<file path="src/rtl/rcpd_pkg.sv">
// rcpd_pkg: shared types and constants of the rc channel packet decoder
// request and result payloads, controller command and status groups
// no dependencies
package rcpd_pkg;

    localparam int CFG_W      = 24;
    localparam int CFG_IDX_W  = 2;
    localparam int WIDTH_W    = 16;
    localparam int TICK_W     = 24;
    localparam int ACTIVE_W   = 4;
    localparam int CHAN_IDX_W = 4;

    localparam logic [CFG_IDX_W-1:0] REG_ACTIVE_CHANNELS   = 2'd0;
    localparam logic [CFG_IDX_W-1:0] REG_TIMEOUT_TICKS     = 2'd1;
    localparam logic [CFG_IDX_W-1:0] REG_NEUTRAL_WIDTH     = 2'd2;
    localparam logic [CFG_IDX_W-1:0] REG_THROTTLE_FS_WIDTH = 2'd3;

    localparam logic [ACTIVE_W-1:0] ACTIVE_RESET   = 4'd8;
    localparam logic [TICK_W-1:0]   TIMEOUT_RESET  = 24'd200000;
    localparam logic [WIDTH_W-1:0]  NEUTRAL_RESET  = 16'd1500;
    localparam logic [WIDTH_W-1:0]  THROTTLE_RESET = 16'd1000;
    localparam logic [TICK_W-1:0]   TICK_MAX       = 24'hFFFFFF;

    localparam int THROTTLE_CHANNEL = 2;

    localparam logic REQ_BYTE = 1'b0;
    localparam logic REQ_TICK = 1'b1;

    typedef struct packed {
        logic       req_type;
        logic [7:0] data_byte;
        logic       packet_start;
    } in_item_t;

    typedef struct packed {
        logic [CHAN_IDX_W-1:0] channel_index;
        logic [WIDTH_W-1:0]    pulse_width;
        logic                  signal_lost;
        logic                  last_channel;
    } out_item_t;

    typedef struct packed {
        logic take_item;
        logic search_init;
        logic search_eval;
        logic latch_hi;
        logic write_word;
        logic fill;
        logic emit_load;
    } cmd_t;

    typedef struct packed {
        logic pkt_full;
        logic fs_hit;
        logic span_big;
        logic n_zero;
        logic pair_found;
        logic search_end;
        logic last_word;
        logic last_emit;
        logic out_free;
    } status_t;

endpackage

</file>
<file path="src/rtl/rcpd_ram.sv">
// rcpd_ram: generic simple dual-port ram with registered read
// one write port, one read port, no dependencies
module rcpd_ram #(
    parameter int WIDTH = 8,
    parameter int DEPTH = 32
) (
    input  logic                     clk,
    input  logic                     we,
    input  logic [$clog2(DEPTH)-1:0] waddr,
    input  logic [WIDTH-1:0]         wdata,
    input  logic [$clog2(DEPTH)-1:0] raddr,
    output logic [WIDTH-1:0]         rdata
);

    logic [WIDTH-1:0] mem [DEPTH];

    always_ff @(posedge clk)
    begin
        if (we)
        begin
            mem[waddr] <= wdata;
        end
        rdata <= mem[raddr];
    end

endmodule

</file>
<file path="src/rtl/rcpd_ctrl.sv">
// rcpd_ctrl: sequencer of the rc channel packet decoder
// drives datapath commands from its status, uses rcpd_pkg
module rcpd_ctrl (
    input  logic              clk,
    input  logic              rst_n,
    input  logic              in_valid,
    input  rcpd_pkg::status_t st,
    output rcpd_pkg::cmd_t    cmd,
    output logic              busy
);
    import rcpd_pkg::*;

    localparam logic [3:0] ST_IDLE  = 4'd0;
    localparam logic [3:0] ST_SADDR = 4'd1;
    localparam logic [3:0] ST_SDATA = 4'd2;
    localparam logic [3:0] ST_HADDR = 4'd3;
    localparam logic [3:0] ST_HDATA = 4'd4;
    localparam logic [3:0] ST_LADDR = 4'd5;
    localparam logic [3:0] ST_LDATA = 4'd6;
    localparam logic [3:0] ST_FILL  = 4'd7;
    localparam logic [3:0] ST_EMIT  = 4'd8;

    logic [3:0] state_reg;
    logic [3:0] state_next;

    assign busy = (state_reg != ST_IDLE);

    always_comb
    begin
        state_next = state_reg;
        cmd        = '0;
        unique case (state_reg)
            ST_IDLE:
            begin
                if (in_valid)
                begin
                    cmd.take_item = 1'b1;
                    if (st.pkt_full && !st.span_big)
                    begin
                        cmd.search_init = 1'b1;
                        state_next      = ST_SADDR;
                    end
                    else if (st.fs_hit)
                    begin
                        state_next = ST_EMIT;
                    end
                end
            end
            ST_SADDR:
            begin
                state_next = ST_SDATA;
            end
            ST_SDATA:
            begin
                cmd.search_eval = 1'b1;
                if (st.pair_found)
                begin
                    state_next = st.n_zero ? ST_FILL : ST_HADDR;
                end
                else if (st.search_end)
                begin
                    state_next = ST_IDLE;
                end
                else
                begin
                    state_next = ST_SADDR;
                end
            end
            ST_HADDR:
            begin
                state_next = ST_HDATA;
            end
            ST_HDATA:
            begin
                cmd.latch_hi = 1'b1;
                state_next   = ST_LADDR;
            end
            ST_LADDR:
            begin
                state_next = ST_LDATA;
            end
            ST_LDATA:
            begin
                cmd.write_word = 1'b1;
                state_next     = st.last_word ? ST_FILL : ST_HADDR;
            end
            ST_FILL:
            begin
                cmd.fill   = 1'b1;
                state_next = ST_EMIT;
            end
            ST_EMIT:
            begin
                if (st.out_free)
                begin
                    cmd.emit_load = 1'b1;
                    if (st.last_emit)
                    begin
                        state_next = ST_IDLE;
                    end
                end
            end
            default:
            begin
                state_next = ST_IDLE;
            end
        endcase
    end

    always_ff @(posedge clk or negedge rst_n)
    begin
        if (!rst_n)
        begin
            state_reg <= ST_IDLE;
        end
        else
        begin
            state_reg <= state_next;
        end
    end

endmodule

</file>
<file path="src/rtl/rcpd_datapath.sv">
// rcpd_datapath: packet store, channel values, tick counter and result register
// acts on controller commands, uses rcpd_pkg and rcpd_ram
module rcpd_datapath #(
    parameter int PACKET_BYTES  = 32,
    parameter int CHANNEL_COUNT = 16
) (
    input  logic                           clk,
    input  logic                           rst_n,
    input  rcpd_pkg::in_item_t             in_data,
    input  logic                           out_stall,
    output logic                           out_valid,
    output rcpd_pkg::out_item_t            out_data,
    input  logic                           cfg_write,
    input  logic [rcpd_pkg::CFG_IDX_W-1:0] cfg_index,
    input  logic [rcpd_pkg::CFG_W-1:0]     cfg_data,
    input  rcpd_pkg::cmd_t                 cmd,
    output rcpd_pkg::status_t              st
);
    import rcpd_pkg::*;

    localparam int RAW  = $clog2(PACKET_BYTES);
    localparam int PW   = $clog2(PACKET_BYTES + 2);
    localparam int CIW  = $clog2(CHANNEL_COUNT);
    localparam int CW   = $clog2(CHANNEL_COUNT + 1);
    localparam int SW   = (PW > CW + 1) ? PW : CW + 1;

    logic [RAW-1:0]      byte_count_reg, byte_count_next;
    logic [PW-1:0]       ptr_reg, ptr_next;
    logic                prev_zero_reg, prev_zero_next;
    logic [7:0]          hi_reg, hi_next;
    logic [CW-1:0]       c_reg, c_next;
    logic [TICK_W-1:0]   ticks_reg, ticks_next;
    logic                loss_reg, loss_next;
    logic [WIDTH_W-1:0]  ch_reg [CHANNEL_COUNT];
    logic [WIDTH_W-1:0]  ch_next [CHANNEL_COUNT];
    logic [ACTIVE_W-1:0] active_reg, active_next;
    logic [TICK_W-1:0]   timeout_reg, timeout_next;
    logic [WIDTH_W-1:0]  neutral_reg, neutral_next;
    logic [WIDTH_W-1:0]  throttle_reg, throttle_next;
    logic                out_valid_reg, out_valid_next;
    out_item_t           out_data_reg, out_data_next;

    logic [RAW-1:0]      wr_idx;
    logic                is_byte;
    logic                ram_we;
    logic [7:0]          rd_data;
    logic [7:0]          byte_val;
    logic [CW-1:0]       n_val;
    logic [SW-1:0]       span;
    logic [PW-1:0]       limit;
    logic [TICK_W-1:0]   ticks_inc;
    logic [WIDTH_W-1:0]  word;
    logic [CIW-1:0]      c_idx;

    assign is_byte = (in_data.req_type == REQ_BYTE);
    assign wr_idx  = in_data.packet_start ? '0 : byte_count_reg;
    assign ram_we  = cmd.take_item && is_byte;
    assign c_idx   = c_reg[CIW-1:0];

    rcpd_ram #(
        .WIDTH (8),
        .DEPTH (PACKET_BYTES)
    ) u_store (
        .clk   (clk),
        .we    (ram_we),
        .waddr (wr_idx),
        .wdata (in_data.data_byte),
        .raddr (ptr_reg[RAW-1:0]),
        .rdata (rd_data)
    );

    // positions at or past the end read as zero
    assign byte_val = (ptr_reg < PW'(PACKET_BYTES)) ? rd_data : 8'd0;

    always_comb
    begin
        if ({1'b0, active_reg} > (ACTIVE_W + 1)'(CHANNEL_COUNT))
        begin
            n_val = CW'(CHANNEL_COUNT);
        end
        else
        begin
            n_val = CW'(active_reg);
        end
    end

    assign span      = SW'({n_val, 1'b0});
    assign limit     = PW'(SW'(PACKET_BYTES) - span);
    assign ticks_inc = (ticks_reg == TICK_MAX) ? ticks_reg : ticks_reg + 1'b1;
    assign word      = {hi_reg, byte_val};

    assign st.pkt_full   = is_byte && (wr_idx == RAW'(PACKET_BYTES - 1));
    assign st.fs_hit     = !is_byte && (ticks_inc > timeout_reg) && !loss_reg;
    assign st.span_big   = (span >= SW'(PACKET_BYTES));
    assign st.n_zero     = (n_val == '0);
    assign st.pair_found = prev_zero_reg && (byte_val == 8'd0);
    assign st.search_end = (ptr_reg == limit);
    assign st.last_word  = ((c_reg + 1'b1) == n_val);
    assign st.last_emit  = (c_reg == CW'(CHANNEL_COUNT - 1));
    assign st.out_free   = !out_valid_reg || !out_stall;

    assign out_valid = out_valid_reg;
    assign out_data  = out_data_reg;

    always_comb
    begin
        byte_count_next = byte_count_reg;
        ptr_next        = ptr_reg;
        prev_zero_next  = prev_zero_reg;
        hi_next         = hi_reg;
        c_next          = c_reg;
        ticks_next      = ticks_reg;
        loss_next       = loss_reg;
        ch_next         = ch_reg;
        active_next     = active_reg;
        timeout_next    = timeout_reg;
        neutral_next    = neutral_reg;
        throttle_next   = throttle_reg;
        out_data_next   = out_data_reg;
        out_valid_next  = out_valid_reg && out_stall;

        if (cfg_write)
        begin
            unique case (cfg_index)
                REG_ACTIVE_CHANNELS:   active_next   = cfg_data[ACTIVE_W-1:0];
                REG_TIMEOUT_TICKS:     timeout_next  = cfg_data[TICK_W-1:0];
                REG_NEUTRAL_WIDTH:     neutral_next  = cfg_data[WIDTH_W-1:0];
                REG_THROTTLE_FS_WIDTH: throttle_next = cfg_data[WIDTH_W-1:0];
            endcase
        end

        if (cmd.take_item)
        begin
            if (is_byte)
            begin
                byte_count_next = st.pkt_full ? '0 : wr_idx + 1'b1;
            end
            else
            begin
                ticks_next = ticks_inc;
                if (st.fs_hit)
                begin
                    for (int k = 0; k < CHANNEL_COUNT; k++)
                    begin
                        ch_next[k] = neutral_reg;
                    end
                    ch_next[THROTTLE_CHANNEL] = throttle_reg;
                    loss_next = 1'b1;
                    c_next    = '0;
                end
            end
        end

        if (cmd.search_init)
        begin
            ptr_next       = '0;
            prev_zero_next = 1'b0;
            c_next         = '0;
        end

        if (cmd.search_eval)
        begin
            ptr_next       = ptr_reg + 1'b1;
            prev_zero_next = (byte_val == 8'd0);
        end

        if (cmd.latch_hi)
        begin
            hi_next  = byte_val;
            ptr_next = ptr_reg + 1'b1;
        end

        if (cmd.write_word)
        begin
            if (word != '0)
            begin
                ch_next[c_idx] = word;
            end
            ptr_next = ptr_reg + 1'b1;
            c_next   = c_reg + 1'b1;
        end

        if (cmd.fill)
        begin
            for (int k = 0; k < CHANNEL_COUNT; k++)
            begin
                if (CW'(k) >= n_val)
                begin
                    ch_next[k] = neutral_reg;
                end
            end
            ticks_next = '0;
            loss_next  = 1'b0;
            c_next     = '0;
        end

        if (cmd.emit_load)
        begin
            out_valid_next              = 1'b1;
            out_data_next.channel_index = CHAN_IDX_W'(c_reg);
            out_data_next.pulse_width   = ch_reg[c_idx];
            out_data_next.signal_lost   = loss_reg;
            out_data_next.last_channel  = st.last_emit;
            c_next                      = c_reg + 1'b1;
        end
    end

    always_ff @(posedge clk or negedge rst_n)
    begin
        if (!rst_n)
        begin
            byte_count_reg <= '0;
            ptr_reg        <= '0;
            prev_zero_reg  <= 1'b0;
            c_reg          <= '0;
            ticks_reg      <= '0;
            loss_reg       <= 1'b0;
            active_reg     <= ACTIVE_RESET;
            timeout_reg    <= TIMEOUT_RESET;
            neutral_reg    <= NEUTRAL_RESET;
            throttle_reg   <= THROTTLE_RESET;
            out_valid_reg  <= 1'b0;
            for (int k = 0; k < CHANNEL_COUNT; k++)
            begin
                ch_reg[k] <= (k == THROTTLE_CHANNEL) ? THROTTLE_RESET : NEUTRAL_RESET;
            end
        end
        else
        begin
            byte_count_reg <= byte_count_next;
            ptr_reg        <= ptr_next;
            prev_zero_reg  <= prev_zero_next;
            c_reg          <= c_next;
            ticks_reg      <= ticks_next;
            loss_reg       <= loss_next;
            active_reg     <= active_next;
            timeout_reg    <= timeout_next;
            neutral_reg    <= neutral_next;
            throttle_reg   <= throttle_next;
            out_valid_reg  <= out_valid_next;
            ch_reg         <= ch_next;
        end
    end

    always_ff @(posedge clk)
    begin
        hi_reg       <= hi_next;
        out_data_reg <= out_data_next;
    end

endmodule

</file>
<file path="src/rtl/rc_channel_packet_decoder_failsafe.sv">
// rc_channel_packet_decoder_failsafe: top level of the rc channel packet decoder
// joins the sequencer and the datapath, uses rcpd_pkg, rcpd_ctrl, rcpd_datapath
//
// Collects radio packet bytes into a PACKET_BYTES-entry store and, once the store
// is full, scans for the first pair of zero bytes and takes the active channels
// as big-endian words after it; nonzero words update the held channel values,
// unused channels go to neutral_width, and all CHANNEL_COUNT values come out in
// channel order with last_channel on the final one. A packet with no marker is
// dropped. Tick requests count time since the last good packet; past
// timeout_ticks the failsafe values are loaded once, signal_lost is set and all
// channels come out. A byte that does not complete a packet, and a tick that does
// not trip the failsafe, do not hold the input. A completing byte that starts a
// scan holds it through the scan, an address and a data state per store position
// (the store is a ram with registered read, one byte per read), the same for each
// byte of the active channels, the fill of unused channels and the output of all
// results, each once the output is free; a failsafe tick holds it for the output
// only. Configuration writes take effect at once and are meant for idle periods.
module rc_channel_packet_decoder_failsafe #(
    parameter int PACKET_BYTES  = 32,
    parameter int CHANNEL_COUNT = 16
) (
    input  logic                           clk,
    input  logic                           rst_n,
    input  logic                           in_valid,
    output logic                           in_stall,
    input  rcpd_pkg::in_item_t             in_data,
    output logic                           out_valid,
    input  logic                           out_stall,
    output rcpd_pkg::out_item_t            out_data,
    input  logic                           cfg_write,
    input  logic [rcpd_pkg::CFG_IDX_W-1:0] cfg_index,
    input  logic [rcpd_pkg::CFG_W-1:0]     cfg_data
);
    import rcpd_pkg::*;

    cmd_t    cmd;
    status_t st;

    rcpd_ctrl u_ctrl (
        .clk      (clk),
        .rst_n    (rst_n),
        .in_valid (in_valid),
        .st       (st),
        .cmd      (cmd),
        .busy     (in_stall)
    );

    rcpd_datapath #(
        .PACKET_BYTES  (PACKET_BYTES),
        .CHANNEL_COUNT (CHANNEL_COUNT)
    ) u_datapath (
        .clk       (clk),
        .rst_n     (rst_n),
        .in_data   (in_data),
        .out_stall (out_stall),
        .out_valid (out_valid),
        .out_data  (out_data),
        .cfg_write (cfg_write),
        .cfg_index (cfg_index),
        .cfg_data  (cfg_data),
        .cmd       (cmd),
        .st        (st)
    );

endmodule
</file>
<file path="config.mk">
export PLATFORM = sky130hd
export DESIGN_NAME = rc_channel_packet_decoder_failsafe
export DESIGN_NICKNAME = d
export VERILOG_FILES = /design/src/rtl/rcpd_pkg.sv /design/src/rtl/rcpd_ram.sv /design/src/rtl/rcpd_ctrl.sv /design/src/rtl/rcpd_datapath.sv /design/src/rtl/rc_channel_packet_decoder_failsafe.sv
export SDC_FILE = /design/constraint.sdc
export NUM_CORES = 1
export LEC_CHECK = 0
export BUFFER_PORTS_ARGS = -buffer_cell sky130_fd_sc_hd__buf_2
export CAP_MARGIN = 20
export CORE_UTILIZATION = 55
export DETAILED_ROUTE_END_ITERATION = 6
export HOLD_SLACK_MARGIN = 0.1
export PLACE_DENSITY = 0.72
export SYNTH_ARGS = -nofsm -noshare
export SYNTH_HDL_FRONTEND = slang
export SYNTH_HIERARCHICAL = 1
export SYNTH_SLANG_ARGS = --single-unit
</file>
<file path="constraint.sdc">
create_clock -name clk -period 5.8 [get_ports clk]
set_input_delay 0.58 -clock clk [delete_from_list [all_inputs] [get_ports clk]]
set_output_delay 0.58 -clock clk [all_outputs]
set_load 0.01 [all_outputs]
</file>
# Word-level counts from Yosys, hierarchy flattened
# Memories as Yosys holds them, arrays and structs flattened. A register that Yosys moved wholly into a read port is not among the register bits.
# Index checks and enable logic that the tools add are counted.
[op_classes]
n_addsub = 5
n_mul = 0
div_mod_pow = 0
magnitude_cmp = 22
n_eq_ne = 20
n_shift = 0
n_mux = 75
bitwise_logic = 2
n_reduce_logical = 36
[ops]
columns = ["cell", "n"]
rows = [
  ["2-to-1 mux 256 bit", 6],
  ["2-to-1 mux 16 bit", 19],
  ["bitwise mux 256 bit", 1],
  ["2-to-1 mux 24 bit", 4],
  ["binary-select mux 16 bit (select 4 bit)", 1],
  ["demux 16 bit (select 4 bit)", 1],
  ["2-to-1 mux 5 bit", 10],
  [">= comparator 4 x 5 -> 1 bit (first input constant)", 8],
  ["one-hot mux 4 bit (9 select lines)", 1],
  ["adder 24 x 1 -> 24 bit (second input constant)", 1],
  ["equality test 24 bit (second input constant)", 1],
  ["greater-than comparator 24 bit", 1],
  ["2-to-1 mux 4 bit", 6],
  ["2-to-1 mux 6 bit", 4],
  [">= comparator 3 x 5 -> 1 bit (first input constant)", 4],
  ["2-to-1 mux 1 bit", 17],
  ["equality test 4 x 3 -> 1 bit (second input constant)", 4],
  ["nonzero test 16 bit", 1],
  ["nonzero test 5 bit", 3],
  ["AND reduction 2 bit", 6],
  ["adder 5 x 1 -> 5 bit (second input constant)", 2],
  [">= comparator 1 x 5 -> 1 bit (first input constant)", 2],
  [">= comparator 2 x 5 -> 1 bit (first input constant)", 2],
  ["equality test 4 x 2 -> 1 bit (second input constant)", 2],
  ["33 further kinds", 53],
]
[word_totals]
regBits = 393
latch_bits = 0
mem_bits_rw = 256
mem_bits_ro = 0
output_inout_bits = 24
wordCells = 194
memories = 1
[mem_list]
columns = ["memory", "words", "width", "read_ports", "rd_clocked_by_memory_dff", "write_ports", "line", "text"]
rows = [
  ["u_datapath.u_store.mem", 32, 8, 1, 1, 1, "rcpd_ram.sv:15", "logic [WIDTH-1:0] mem [DEPTH];"],
]

# Longest topological paths before layout
[depth]
depth_word = 14
depth_mapped = 20

# Modules after synthesis
# The synthesis kept the hierarchy.
[by_module_without_submodules]
columns = ["module", "instances", "cells_each", "area_per_inst_um2", "seq_area_each_um2"]
rows = [
  ["rcpd_datapath", 1, 2357, 23536.3, 10048.4],
  ["rcpd_ram", 1, 417, 10053.4, 7847.5],
  ["rcpd_ctrl", 1, 38, 329.1, 100.1],
]

# Least setup slack after synthesis
# OpenSTA, ideal clock, no wires.
[synth_path]
path_type = "reg2reg"
start = "register u_datapath.ticks_reg[9]"
end = "register u_datapath/ch_reg[165] (netlist name)"
setup_ns = 0.133
arrival_time_ns = 3.910
required_time_ns = 5.667
path_slack_ns = 1.756
path_stages_with_launch = 20
n_path_buf = 5
cell_sequence = "dfrtp_1 buf_2 and3_1 clkbuf_1 nand3_1 nor4_2 buf_2 nor3_1 nand3_1 xnor2_1 ha_1 a21oi_1 nand2_1 a221oi_2 o2111ai_2 o211a_4 buf_2 buf_2 a2111oi_0 nor2_1"
[synth_rtl]
columns = ["item", "line", "text"]
rows = [
  ["start: declaration", "rcpd_datapath.sv:32", "logic [TICK_W-1:0] ticks_reg, ticks_next;"],
  ["start signal: assignment", "rcpd_datapath.sv:234", "ticks_reg <= ticks_next;"],
  ["end signal: indexed assignment", "rcpd_datapath.sv:225", "ch_reg[k] <= (k == THROTTLE_CHANNEL) ? THROTTLE_RESET : NEUTRAL_RESET;"],
  ["end signal: assignment", "rcpd_datapath.sv:241", "ch_reg <= ch_next;"],
  ["end: declaration", "rcpd_datapath.sv:34", "logic [WIDTH_W-1:0] ch_reg [CHANNEL_COUNT];"],
]

==> out/metrics.cfg <==
[clock_tree]
clock_latency_ps = 650
cts.reportedPaths.clkPinSlew_ps = 60
h-tree-depth = 3
cts.sink_count = 657
post_cts_resize_count = 0
cts_buffer_depth = 3
cts_stage_hold_buffer_count = 1
clock_tree.root_cell = sky130_fd_sc_hd__clkbuf_16
cts-buffers-inserted = 72
tritoncts_clock_tree = done
post_cts.repair.setup_buffers = 0

[floorplan]
core_area_um2 = 60700
starting_density_of_the_core_pct = 55.88
die-width_um = 250.3
die_area_um2 = 62670
die_y_um = 250.3
boundaryPins = 65
core.rowCount = 90

[power_and_ir_drop]
vdd_drop_max_uv = 387.2
power.leakage_nw = 13.40
power.density_nw_per_um2 = 284.4

[timing]
setup_viol = 0
max_slew_margin_pct = 28.61
setup-tns-final_ps = 0
period_needed_ps = 5146
timing.final.crit_share_pct = 88.72
fmax_ghz = 0.1943
slew_viol_final = 0
report.final.hold_viol_count = 0
worst_slack_ps = 654.3
setup_repair_after_global_routing_missed_its_margin = false
worst_clock_skew_ps = 20.94
timing_worst_slew_pin_value_ps = 1071

[worst_setup_path]
start_kind = register
critical-path-max-stage-delay_ps = 840
timing.critical_path.to_type = register
crit_type = register to register
setup.worst_path.start = u_datapath/ticks_reg[9]$_DFFE_PN0P_
timing.critical_path.slowest_stage_cell = sky130_fd_sc_hd__o32a_1
critical_path_required_ps = 6370
crit_path_max_delay_family = compound AO/OA/AOI/OAI gates
cp_cell_sequence = and3_1 > nand3_1 > nor4_2 > buf_4 > nor4_2 > and2_1 > nand3_1 > xnor2_1 > ha_1 > nand4_1 > nor3_1 > a221oi_2 > o2111ai_2 > o211ai_4 > o32a_1 > o221a_2
r2r-start = u_datapath/ticks_reg[9]$_DFFE_PN0P_
critPathBufInv = 1
critical_path_arrival_ps = 5710
critical_path_peak_fanout = 16

[synthesis]
fraction_of_the_mapped_netlist_area_in_compound_gates_pct = 16.29
synthAdderAreaFrac_pct = 1.291
yosysSeqAreaShare_pct = 53.06
synth.ff_latch_count = 657
synth_top_area_cell = sky130_fd_sc_hd__edfxtp_1
synth_cell_types = 76
post-synth-top-area-fraction_pct = 25.32
post_synth_most_frequent_cells = sky130_fd_sc_hd__edfxtp_1 (286), sky130_fd_sc_hd__clkbuf_1 (244), sky130_fd_sc_hd__dfrtp_1 (232), sky130_fd_sc_hd__nor2_1 (231), sky130_fd_sc_hd__nand3_1 (205)
synth_edf_count = 286
synth_fp_nets = 2888
postSynthAreaPerCell_um2 = 12.06
postSynth.asyncResetShare_pct = 55.25
primary_flip_flop_cell_chosen_by_synthesis_mapping = sky130_fd_sc_hd__edfxtp_1
post_synth_instance_area_um2 = 33920
synth.area.mux_share_pct = 12.85
synth-xor-area-share_pct = 1.420
synth_simple_gate_area_share_pct = 10.59
dominant_combinational_cell_family_by_area_after_synthesis = compound AO/OA/AOI/OAI gates
yosys.cell_count.top_type = sky130_fd_sc_hd__edfxtp_1
postSynthCellCount = 2812
ys_warns = 6
yosys-top-cells-area = sky130_fd_sc_hd__edfxtp_1 (25%), sky130_fd_sc_hd__dfrtp_1 (17%), sky130_fd_sc_hd__mux4_2 (11%), sky130_fd_sc_hd__dfstp_2 (10%), sky130_fd_sc_hd__nand3_1 (3.0%)

[worst_hold_path]
timing.hold.worst.class = input port to register
worstHoldStart = cfg_data[16]

[global_route]
grt_start_max_net_pins = 149
first_global_vias = 25172
global_route.usage.total_pct = 31.74
overflow = 0
grt_pass1_wl_mm = 152.6
antenna_found_initial = 0

[place]
pre_cts_slack_ps = 816.6
port_buffers = 64
place.gp.congestion = 0.9107
hpwlAfterDp_mm = 60.18

[layout]
final_nets = 2771
antenna_cells = 0
drive_gt1_share_pct = 23.65
area_grow_syn2layout_pct = 9.307

[routing]
via_count = 25860
drt_iter0_markers = 3211
first_pass_iters = 7
wl_mm = 99.53
drtAntennaViolNets = 0
wire_per_inst_um = 28.16
post-route-drc-count = 2
vias_per_cell = 7.315

[status]
outcome = finished with violations
violations = design-rule violations

[job]
maxCapViolations = 0

-- layout by cell type, fill, tap and decap left out, types with 10 or more instances in the layout --
cell / count
sky130_fd_sc_hd__edfxtp_1: 286
sky130_fd_sc_hd__nor2_1: 229
sky130_fd_sc_hd__dfrtp_1: 228
sky130_fd_sc_hd__nand3_1: 205
sky130_fd_sc_hd__mux4_2: 160
sky130_fd_sc_hd__dfstp_2: 131
sky130_fd_sc_hd__o21ai_0: 127
sky130_fd_sc_hd__a2111oi_0: 104
sky130_fd_sc_hd__a211oi_1: 91
sky130_fd_sc_hd__a21oi_1: 78
sky130_fd_sc_hd__clkbuf_16: 73
sky130_fd_sc_hd__and3_1: 71
sky130_fd_sc_hd__mux2_2: 66
sky130_fd_sc_hd__o2111ai_1: 64
sky130_fd_sc_hd__o311ai_0: 64
sky130_fd_sc_hd__buf_2: 63
sky130_fd_sc_hd__nand2_1: 61
sky130_fd_sc_hd__inv_1: 57
sky130_fd_sc_hd__nor3_1: 57
sky130_fd_sc_hd__buf_4: 49
sky130_fd_sc_hd__o221ai_1: 40
sky130_fd_sc_hd__a31oi_1: 35
sky130_fd_sc_hd__ha_1: 35
sky130_fd_sc_hd__xnor2_1: 31
sky130_fd_sc_hd__a22o_1: 25
sky130_fd_sc_hd__xor2_1: 24
sky130_fd_sc_hd__nand2b_1: 20
sky130_fd_sc_hd__o221a_2: 16
sky130_fd_sc_hd__o22ai_1: 16
sky130_fd_sc_hd__o41ai_1: 16
sky130_fd_sc_hd__clkbuf_1: 14
sky130_fd_sc_hd__clkinv_2: 12
sky130_fd_sc_hd__clkinv_1: 11
sky130_fd_sc_hd__and2_1: 11
sky130_fd_sc_hd__nor2b_1: 10
sky130_fd_sc_hd__nand4_1: 10
-- worst reg2reg max path: stages, from the launching register on --
cell and delay (ps):
sky130_fd_sc_hd__dfrtp_1 460, sky130_fd_sc_hd__and3_1 260, sky130_fd_sc_hd__nand3_1 170, sky130_fd_sc_hd__nor4_2 70, sky130_fd_sc_hd__buf_4 180, sky130_fd_sc_hd__nor4_2 490, sky130_fd_sc_hd__and2_1 300, sky130_fd_sc_hd__nand3_1 110
sky130_fd_sc_hd__xnor2_1 140, sky130_fd_sc_hd__ha_1 320, sky130_fd_sc_hd__nand4_1 150, sky130_fd_sc_hd__nor3_1 80, sky130_fd_sc_hd__a221oi_2 260, sky130_fd_sc_hd__o2111ai_2 260, sky130_fd_sc_hd__o211ai_4 660, sky130_fd_sc_hd__o32a_1 840
sky130_fd_sc_hd__o221a_2 350
-- stage by stage --
step	total power [mW]	hold WS [ps]	area (µm²)	util, %	instances
global route	10.84	177.1	37080	61.08	3535
CTS	10.57	162.6	36890	60.78	3526
global placement	5.938	458.3	34460	56.77	3390
finish	10.54	179.2	37080	61.08	3535
detailed placement	5.975	471.4	34490	56.82	3393
floorplan	5.641	284.4	33920	-	2812
-- kinds of logic after synthesis --
family,count (synthesis)
AND/OR/NAND/NOR,726
AO/OA/AOI/OAI,733
flip-flops,657
other,1
buffers and inverters,378
XOR/XNOR,55
adder cells (fa/ha/maj),35
multiplexers,227
-- where the power goes --
part           internal [mW]  total, mW  switching, mW
clock                   2.65       4.63           1.98
combinational          0.231      0.710          0.479
sequential              5.00       5.20          0.204
-- layer usage --
metal  track usage [%]  routed length, µm
met2             50.42              47260
met3             5.549               9617
met5                 0                  0
met1             41.08              36560
met4             18.91               6088
-- area by class of cell --
type | count | area [µm²]
multi-input combinational | 1777 | 14450
clock inverter | 38 | 427.9
sequential | 657 | 18010
inverter | 57 | 214.0
tap | 782 | 978.4
timing repair buffer | 130 | 1031
clock buffer | 94 | 1964
fill | 4541 | 23620
-- final timing paths --
path,end,slack (ps),depth (start not counted)
worst max-delay path,u_datapath/ch_reg[236]$_DFF_PN0_,650,16
worst min-delay path,u_datapath/timeout_reg[16]$_DFFE_PN1P_,180,2
worst max register to register,u_datapath/ch_reg[236]$_DFF_PN0_,650,16
worst min register to register,u_datapath/byte_count_reg[4]$_DFFE_PN0P_,490,2
max in group asynchronous,u_datapath/ch_reg[117]$_DFF_PN0_,3960,3
min in group asynchronous,u_datapath/ticks_reg[18]$_DFFE_PN0P_,560,2
Power figures use the tool's default switching activity.
